[config.mk]
export PLATFORM = sky130hd
export DESIGN_NAME = lsb_stego_extractor
export DESIGN_NICKNAME = d
export VERILOG_FILES = /design/src/design/lse_pkg.sv /design/src/design/lse_in_stage.sv /design/src/design/lse_parser.sv /design/src/design/lsb_stego_extractor.sv
export SDC_FILE = /design/constraint.sdc
export NUM_CORES = 1
export LEC_CHECK = 0
export ABC_AREA = 1
export BUFFER_PORTS_ARGS = -buffer_cell sky130_fd_sc_hd__buf_2
export CORE_MARGIN = 5
export CORE_UTILIZATION = 50
export DETAILED_ROUTE_END_ITERATION = 8
export HOLD_SLACK_MARGIN = 0.1
export PLACE_DENSITY = 0.79
export SLEW_MARGIN = 0
export SYNTH_ARGS = -nofsm -noshare
export SYNTH_HDL_FRONTEND = slang
export SYNTH_SLANG_ARGS = --single-unit
[constraint.sdc]
create_clock -name clk_i -period 4.2 [get_ports clk_i]
set_input_delay 1.05 -clock clk_i [delete_from_list [all_inputs] [get_ports clk_i]]
set_output_delay 1.05 -clock clk_i [all_outputs]
set_load 0.005 [all_outputs]
[src/design/lse_pkg.sv]
// Shared types and constants for the LSB steganography extractor.
// No dependencies; used by every module of the block by scoped names.
`default_nettype none

package lse_pkg;

  // Bits recovered from each carrier byte
  localparam int unsigned PairW = 2;

  // Reset value of the header skip count
  localparam logic [7:0] HeaderReset = 8'd70;

  // Register index decoded from paddr[2]
  localparam logic RegHeader = 1'b0;

  // One accepted carrier item, as held in the input register
  typedef struct packed {
    logic [PairW-1:0] pair;
    logic             frame_start;
  } lse_item_t;

  // One recovered result item
  typedef struct packed {
    logic [7:0] hidden_byte;
    logic       is_name;
    logic       last;
  } lse_result_t;

endpackage

`default_nettype wire

[src/design/lse_in_stage.sv]
// Input register of the LSB steganography extractor.
// Depends on lse_pkg for the item type.
`default_nettype none

module lse_in_stage (
  input  wire logic              clk_i,
  input  wire logic              rst_ni,
  input  wire logic              in_valid_i,
  input  wire logic [7:0]        carrier_byte_i,
  input  wire logic              frame_start_i,
  output logic                   in_ready_o,
  input  wire logic              take_i,
  output logic                   item_valid_o,
  output lse_pkg::lse_item_t     item_o
);

  logic               valid_q, valid_d;
  lse_pkg::lse_item_t item_q;
  logic               accept;

  // Free slot, or the held item leaves this cycle
  assign in_ready_o = !valid_q || take_i;
  assign accept     = in_valid_i && in_ready_o;

  always_comb begin
    valid_d = valid_q;
    if (accept) begin
      valid_d = 1'b1;
    end else if (take_i) begin
      valid_d = 1'b0;
    end
  end

  always_ff @(posedge clk_i or negedge rst_ni) begin
    if (!rst_ni) begin
      valid_q <= 1'b0;
    end else begin
      valid_q <= valid_d;
    end
  end

  // Keep only the low bit pair of the carrier byte
  always_ff @(posedge clk_i) begin
    if (accept) begin
      item_q.pair        <= carrier_byte_i[lse_pkg::PairW-1:0];
      item_q.frame_start <= frame_start_i;
    end
  end

  assign item_valid_o = valid_q;
  assign item_o       = item_q;

endmodule

`default_nettype wire

[src/design/lse_parser.sv]
// Parse state machine and result register of the LSB steganography extractor.
// Depends on lse_pkg for the item and result types.
`default_nettype none

module lse_parser (
  input  wire logic               clk_i,
  input  wire logic               rst_ni,
  input  wire logic [7:0]         header_bytes_i,
  input  wire logic               item_valid_i,
  input  wire lse_pkg::lse_item_t item_i,
  output logic                    take_o,
  output logic                    out_valid_o,
  input  wire logic               out_ready_i,
  output lse_pkg::lse_result_t    result_o
);

  localparam logic [2:0] PhSkip    = 3'd0;
  localparam logic [2:0] PhLen     = 3'd1;
  localparam logic [2:0] PhNlen    = 3'd2;
  localparam logic [2:0] PhName    = 3'd3;
  localparam logic [2:0] PhPayload = 3'd4;
  localparam logic [2:0] PhDone    = 3'd5;

  logic [2:0]  phase_q, phase_d;
  logic [7:0]  fc_q, fc_d;
  logic [1:0]  pidx_q, pidx_d;
  logic [31:0] acc_q, acc_d;
  logic [31:0] plen_q, plen_d;
  logic [7:0]  nlen_q, nlen_d;
  logic [31:0] rem_q, rem_d;

  logic                 out_valid_q, out_valid_d;
  lse_pkg::lse_result_t res_q, res_d;
  logic                 fire;
  logic                 skip_hold;
  logic                 enter_pay;

  // Advance the held item when the result register is free or draining
  assign take_o = item_valid_i && (!out_valid_q || out_ready_i);

  always_comb begin
    phase_d   = phase_q;
    fc_d      = fc_q;
    pidx_d    = pidx_q;
    acc_d     = acc_q;
    plen_d    = plen_q;
    nlen_d    = nlen_q;
    rem_d     = rem_q;
    res_d     = res_q;
    fire      = 1'b0;
    skip_hold = 1'b0;
    enter_pay = 1'b0;

    if (item_i.frame_start) begin
      phase_d = PhSkip;
      fc_d    = '0;
      pidx_d  = '0;
      acc_d   = '0;
      plen_d  = '0;
      nlen_d  = '0;
      rem_d   = '0;
    end

    if (phase_d == PhSkip) begin
      if (fc_d < header_bytes_i) begin
        fc_d      = fc_d + 8'd1;
        skip_hold = 1'b1;
      end else begin
        phase_d = PhLen;
        fc_d    = '0;
        acc_d   = '0;
      end
    end

    if (!skip_hold) begin
      case (phase_d)
        PhLen: begin
          acc_d = {acc_d[29:0], item_i.pair};
          fc_d  = fc_d + 8'd1;
          if (fc_d >= 8'd16) begin
            plen_d  = acc_d;
            acc_d   = '0;
            fc_d    = '0;
            phase_d = PhNlen;
          end
        end
        PhNlen: begin
          acc_d = {24'd0, acc_d[5:0], item_i.pair};
          fc_d  = fc_d + 8'd1;
          if (fc_d >= 8'd4) begin
            nlen_d = acc_d[7:0];
            acc_d  = '0;
            fc_d   = '0;
            pidx_d = '0;
            if (nlen_d != 8'd0) begin
              phase_d = PhName;
            end else begin
              enter_pay = 1'b1;
            end
          end
        end
        PhName, PhPayload: begin
          acc_d = {24'd0, acc_d[5:0], item_i.pair};
          if (pidx_d < 2'd3) begin
            pidx_d = pidx_d + 2'd1;
          end else begin
            fire              = 1'b1;
            res_d.hidden_byte = acc_d[7:0];
            acc_d             = '0;
            pidx_d            = '0;
            if (phase_d == PhName) begin
              res_d.is_name = 1'b1;
              res_d.last    = 1'b0;
              fc_d          = fc_d + 8'd1;
              if (fc_d >= nlen_d) begin
                enter_pay = 1'b1;
              end
            end else begin
              rem_d         = rem_d - 32'd1;
              res_d.is_name = 1'b0;
              res_d.last    = (rem_d == 32'd0);
              if (rem_d == 32'd0) begin
                phase_d = PhDone;
              end
            end
          end
        end
        default: begin
        end
      endcase
    end

    if (enter_pay) begin
      fc_d   = '0;
      pidx_d = '0;
      acc_d  = '0;
      rem_d  = plen_d;
      if (plen_d != 32'd0) begin
        phase_d = PhPayload;
      end else begin
        phase_d = PhDone;
      end
    end
  end

  assign out_valid_d = take_o ? fire : (out_valid_q && !out_ready_i);

  always_ff @(posedge clk_i or negedge rst_ni) begin
    if (!rst_ni) begin
      phase_q     <= PhSkip;
      fc_q        <= '0;
      pidx_q      <= '0;
      acc_q       <= '0;
      plen_q      <= '0;
      nlen_q      <= '0;
      rem_q       <= '0;
      out_valid_q <= 1'b0;
    end else begin
      out_valid_q <= out_valid_d;
      if (take_o) begin
        phase_q <= phase_d;
        fc_q    <= fc_d;
        pidx_q  <= pidx_d;
        acc_q   <= acc_d;
        plen_q  <= plen_d;
        nlen_q  <= nlen_d;
        rem_q   <= rem_d;
      end
    end
  end

  always_ff @(posedge clk_i) begin
    if (take_o && fire) begin
      res_q <= res_d;
    end
  end

  assign out_valid_o = out_valid_q;
  assign result_o    = res_q;

endmodule

`default_nettype wire

[src/design/lsb_stego_extractor.sv]
// LSB steganography extractor. Carrier bytes enter one item per cycle; the
// block passes over header_bytes leading bytes, then rebuilds a 32-bit payload
// length from 16 bytes and an 8-bit name length from 4 bytes, and finally
// emits one hidden byte per four carrier bytes, name bytes first (is_name
// high), then payload bytes (last high on the final one). Two low bits of
// each carrier byte are used, most significant pair first. frame_start on an
// item restarts the parse with that item as the first header byte; after
// reset the block parses as if a frame had just begun. Bytes after the
// payload are dropped until the next frame_start. Throughput is one carrier
// item per clock while the output is not held: each item passes the input
// register, then a single step of the parse state machine that writes the
// result register. Back pressure on the output holds the result register
// and, through it, the input register; the input side still takes one more
// item while a result waits. header_bytes is an APB register at byte address
// 0 (reset 70); the user must write it only while the block is idle, which
// the block does not enforce. Depends on lse_pkg, lse_in_stage, lse_parser.
`default_nettype none

module lsb_stego_extractor (
  input  wire logic        clk_i,
  input  wire logic        rst_ni,
  // APB configuration port
  input  wire logic        psel,
  input  wire logic        penable,
  input  wire logic        pwrite,
  input  wire logic [2:0]  paddr,
  input  wire logic [31:0] pwdata,
  output logic [31:0]      prdata,
  output logic             pready,
  // Carrier item channel
  input  wire logic        in_valid_i,
  output logic             in_ready_o,
  input  wire logic [7:0]  carrier_byte_i,
  input  wire logic        frame_start_i,
  // Result item channel
  output logic             out_valid_o,
  input  wire logic        out_ready_i,
  output logic [7:0]       hidden_byte_o,
  output logic             is_name_o,
  output logic             last_o
);

  logic [7:0]           header_q, header_d;
  logic                 cfg_wr;
  logic                 item_valid;
  logic                 take;
  lse_pkg::lse_item_t   item;
  lse_pkg::lse_result_t result;

  // Configuration: zero-wait APB, one register
  assign pready = 1'b1;
  assign cfg_wr = psel && penable && pwrite;

  always_comb begin
    header_d = header_q;
    if (cfg_wr && (paddr[2] == lse_pkg::RegHeader)) begin
      header_d = pwdata[7:0];
    end
  end

  always_ff @(posedge clk_i or negedge rst_ni) begin
    if (!rst_ni) begin
      header_q <= lse_pkg::HeaderReset;
    end else begin
      header_q <= header_d;
    end
  end

  // Read back the header count; unmapped addresses read as zero
  assign prdata = (paddr[2] == lse_pkg::RegHeader) ? {24'd0, header_q} : 32'd0;

  // Input register: hold the accepted carrier pair
  lse_in_stage u_in_stage (
    .clk_i          (clk_i),
    .rst_ni         (rst_ni),
    .in_valid_i     (in_valid_i),
    .carrier_byte_i (carrier_byte_i),
    .frame_start_i  (frame_start_i),
    .in_ready_o     (in_ready_o),
    .take_i         (take),
    .item_valid_o   (item_valid),
    .item_o         (item)
  );

  // Parse step and result register
  lse_parser u_parser (
    .clk_i          (clk_i),
    .rst_ni         (rst_ni),
    .header_bytes_i (header_q),
    .item_valid_i   (item_valid),
    .item_i         (item),
    .take_o         (take),
    .out_valid_o    (out_valid_o),
    .out_ready_i    (out_ready_i),
    .result_o       (result)
  );

  assign hidden_byte_o = result.hidden_byte;
  assign is_name_o     = result.is_name;
  assign last_o        = result.last;

  // Ready drops only with a held item that cannot advance
  a_ready_low_full: assert property (@(posedge clk_i) disable iff (!rst_ni)
    !in_ready_o |-> (item_valid && !take))
    else $error("input ready low without a stalled item");

  // A stalled item stays in the input register
  a_item_kept: assert property (@(posedge clk_i) disable iff (!rst_ni)
    (item_valid && !take) |=> item_valid)
    else $error("stalled item dropped");

  // Name bytes never carry the last mark
  a_name_not_last: assert property (@(posedge clk_i) disable iff (!rst_ni)
    (out_valid_o && is_name_o) |-> !last_o)
    else $error("last mark on a name byte");

  // A header write lands in the register
  a_cfg_write: assert property (@(posedge clk_i) disable iff (!rst_ni)
    (cfg_wr && (paddr[2] == lse_pkg::RegHeader)) |=> (header_q == $past(pwdata[7:0])))
    else $error("header register write lost");

endmodule

`default_nettype wire
==> impl_metrics.env <==
export IMPL_grt_util_met3_pct=3.513
export IMPL_fin_hold_ws_ps=480.4
export IMPL_clock_latency_ps=430
export IMPL_synthDistinctLibCells=55
export IMPL_crit_type="reg -> reg"
export IMPL_detailed_place_hpwl_mm=18.44
export IMPL_worstReg2RegEnd="u_parser.rem_q[26]"
export IMPL_startpoint_type="flip-flop"
export IMPL_pre_cts_slack_ps=-111.6
export IMPL_drt_total_wl_mm=28.07
export IMPL_use_met1_pct=31.17
export IMPL_cts_hold_buf=0
export IMPL_synth_avg_cell_area_um2=6.842
export IMPL_syn_to_final_growth_pct=19.05
export IMPL_cts_buffers=17
export IMPL_final_setup_tns_ps=-5002
export IMPL_cp_common_cell="buf_4"
export IMPL_cp_max_fo=6
export IMPL_synthFlopType="dfrtp_1"
export IMPL_rsz0062_at_grt="true"
export IMPL_min_period_over_period_pct=104.7
export IMPL_finClkSkew_ps=9.716
export IMPL_initial_core_util_pct=50.29
export IMPL_grt_max_degree=54
export IMPL_final_hold_viol_count=0
export IMPL_num_vias=9759
export IMPL_grt_pass1_wl_mm=43.06
export IMPL_hold_class="reg -> reg"
export IMPL_final_cell_mix="nand2_1, nor2_1, inv_1, dfrtp_1, nand3_1"
export IMPL_p_leak_nw=5.686
export IMPL_syn_area_um2=9723
export IMPL_cp_arrival_ps=4760
export IMPL_maxSlewHeadroom_pct=49.98
export IMPL_finish_utilization_pct=59.87
export IMPL_crit_family="simple AND/OR/NAND/NOR gates"
export IMPL_path_clk_slew_ps=70
export IMPL_fp_dieW_um=149.5
export IMPL_wl_per_cell_um=16.01
export IMPL_globalplace_congestion=0.9116
export IMPL_cts_tree="yes"
export IMPL_path_cells="buf_6 -> nor2_4 -> ha_1 -> a21oi_1 -> o21a_1 -> buf_4 -> nand4_1 -> nand2_2 -> ha_4 -> buf_4 -> buf_4 -> nand4_1 -> xor2_1 -> ha_1 -> a21oi_2 -> o21bai_1 -> a21oi_1 -> o21bai_1 -> nand2_2 -> nand2_8 -> nor2_8 -> clkbuf_16 -> o22ai_2 -> o21ai_1"
export IMPL_ys_ff_latch=138
export IMPL_final_common_cell="nand2_1"
export IMPL_total_power_w=0.004689
export IMPL_hold_start="u_parser.acc_q[26]"
export IMPL_grt_usage_pct=23.83
export IMPL_root_buffer="clkbuf_16"
export IMPL_end_kind="flip-flop"
export IMPL_grt_overflow=0
export IMPL_diodes=0
export IMPL_num_rows=51
export IMPL_ys_seq_area_share_pct=36.22
export IMPL_cpMaxStageDelayCell="edfxtp_1"
export IMPL_numPortBuffers=38
export IMPL_drc_errors=0
export IMPL_ctsHtreeMaxLevel=4
export IMPL_required_ps=4560
export IMPL_grt_antenna_before_repair=0
export IMPL_violations="negative setup slack"
export IMPL_grt_pass1_vias=8877
export IMPL_synth_edf_count=13
export IMPL_first_pass_iters=7
export IMPL_drive_above_1_share_pct=16.53
export IMPL_whs_endpoint="u_parser.acc_q[26]"
export IMPL_avgViaCountPerCell=5.567
export IMPL_regToRegSetupSlack_ps=-200
export IMPL_whs_path_depth=2
export IMPL_period_minus_slack_ps=4396
export IMPL_powerDensity_nw_per_um2=405.1
export IMPL_busiest_layer="met2"
export IMPL_ir_worst_vdd_mv=0.3078
export IMPL_crit_path_max_incr_delay_ps=450
export IMPL_syn_inst=1421
export IMPL_fmax_mhz=227.5
export IMPL_setup_ws_ps=-195.7
export IMPL_worstMarginPinSlew_ps=749.2
export IMPL_clockBufferDepth=2
export IMPL_die_y_um=149.5
export IMPL_drv_slew=0
export IMPL_status="finished with violations"
export IMPL_setup_violations_final=45
export IMPL_io_pins=96
export IMPL_path_buf_inv=5
export IMPL_async_flop_share_pct=90.58
export IMPL_reg2reg_from="u_in_stage.item_o[0]"
export IMPL_r2r_cells=24
export IMPL_fin_nets=1546
export IMPL_dieArea_um2=22340
export IMPL_grtUsageMet2_pct=40.07
export IMPL_synth_warnings=0
export IMPL_drt_initial_drc_count=1121
export IMPL_core_area_um2=19330
export IMPL_drv_cap=0
export IMPL_cts_sinks=138
export IMPL_antenna_left=0
==> synthesized netlist by cell type, types with 20 or more instances <==
cell type  instances  area (um^2)
inv_1            161        604.3
nor2_1           175        656.9
ha_1              20        250.2
o21ai_0          104        520.5
buf_4             29        217.7
dfrtp_1          122         3053
a21oi_1           39        195.2
nand2_1          384         1441
xor2_1            26        227.7
nand3_1           97        485.5
o22ai_1           37        231.5
clkbuf_1          33        123.9
==> stage by stage <==
step                std cells  cell area, um^2
floorplan                1444             9809
global placement         1707            10220
detailed placement       1707            10220
CTS                      1740            10900
global route             1753            11570
finish                   1753            11570
==> registers in the layout, indices dropped and copies added, names as in the netlist, 2 cells and up <==
name,flops
u_parser.phase_q,3
u_parser.fc_q,8
header_q,8
u_parser.plen_q,32
u_in_stage.item_o,3
u_parser.acc_q,30
u_parser.nlen_q,8
u_parser.result_o,10
u_parser.pidx_q,2
u_parser.rem_q,32
==> cell type report <==
class	instances	area, um^2
fillers	1675	7760
multi-input cells	1045	5593
well taps	265	331.6
flip-flops and latches	138	3522
inverters	173	666.9
clock buffers	18	429.2
repair buffers	100	812.0
clock inverters	14	220.2
==> metal layers <==
layer | share of wire, % | vias up
met5 | 0 | -
met4 | 2.7 | 0
met3 | 8.2 | 74
met2 | 49 | 457
met1 | 41 | 4570
li1 | - | 4658
==> power breakdown <==
part           switching (W)  leakage, nW  internal (W)
Sequential         0.0000702         1.81       0.00147
Combinational       0.000947         3.57      0.000519
Clock               0.000627        0.308       0.00106
Total                0.00164         5.69       0.00304
==> kinds of logic after synthesis <==
logic type / synth area share [%]
AOI/OAI and AO/OA: 13.91
other: 0.07724
adders and majority gates: 2.574
buffers and inverters: 12.11
and+or+nand+nor: 32.24
xor gates and xnor gates: 2.870
DFF: 36.22
==> what timing repair did <==
action,4_1_cts,5_1_grt
pin swaps,1,36
resized for setup,9,136
setup endpoints to repair,32,48
gates cloned,0,7
setup buffers,1,8
==> worst max-delay path by stage <==
stage	from	end	slack, ps	cells after the start
after floorplan	u_in_stage.item_o[0]	u_parser.rem_q[15]	190	23
after global placement	u_in_stage.item_o[0]	u_parser.rem_q[12]	40	26
after detailed placement	u_in_stage.item_o[0]	u_parser.rem_q[3]	-110	26
after CTS	u_in_stage.item_o[0]	u_parser.rem_q[3]	-20	30
after global routing	u_in_stage.item_o[0]	u_parser.rem_q[26]	-420	29
final	u_in_stage.item_o[0]	u_parser.rem_q[26]	-200	24
==> worst min-delay path: stages, from the launching register on <==
cell and delay (ps):
dfrtp_1 340, nand2_1 50, nand2_1 50
No activity file was read; power rests on OpenSTA's default activity.
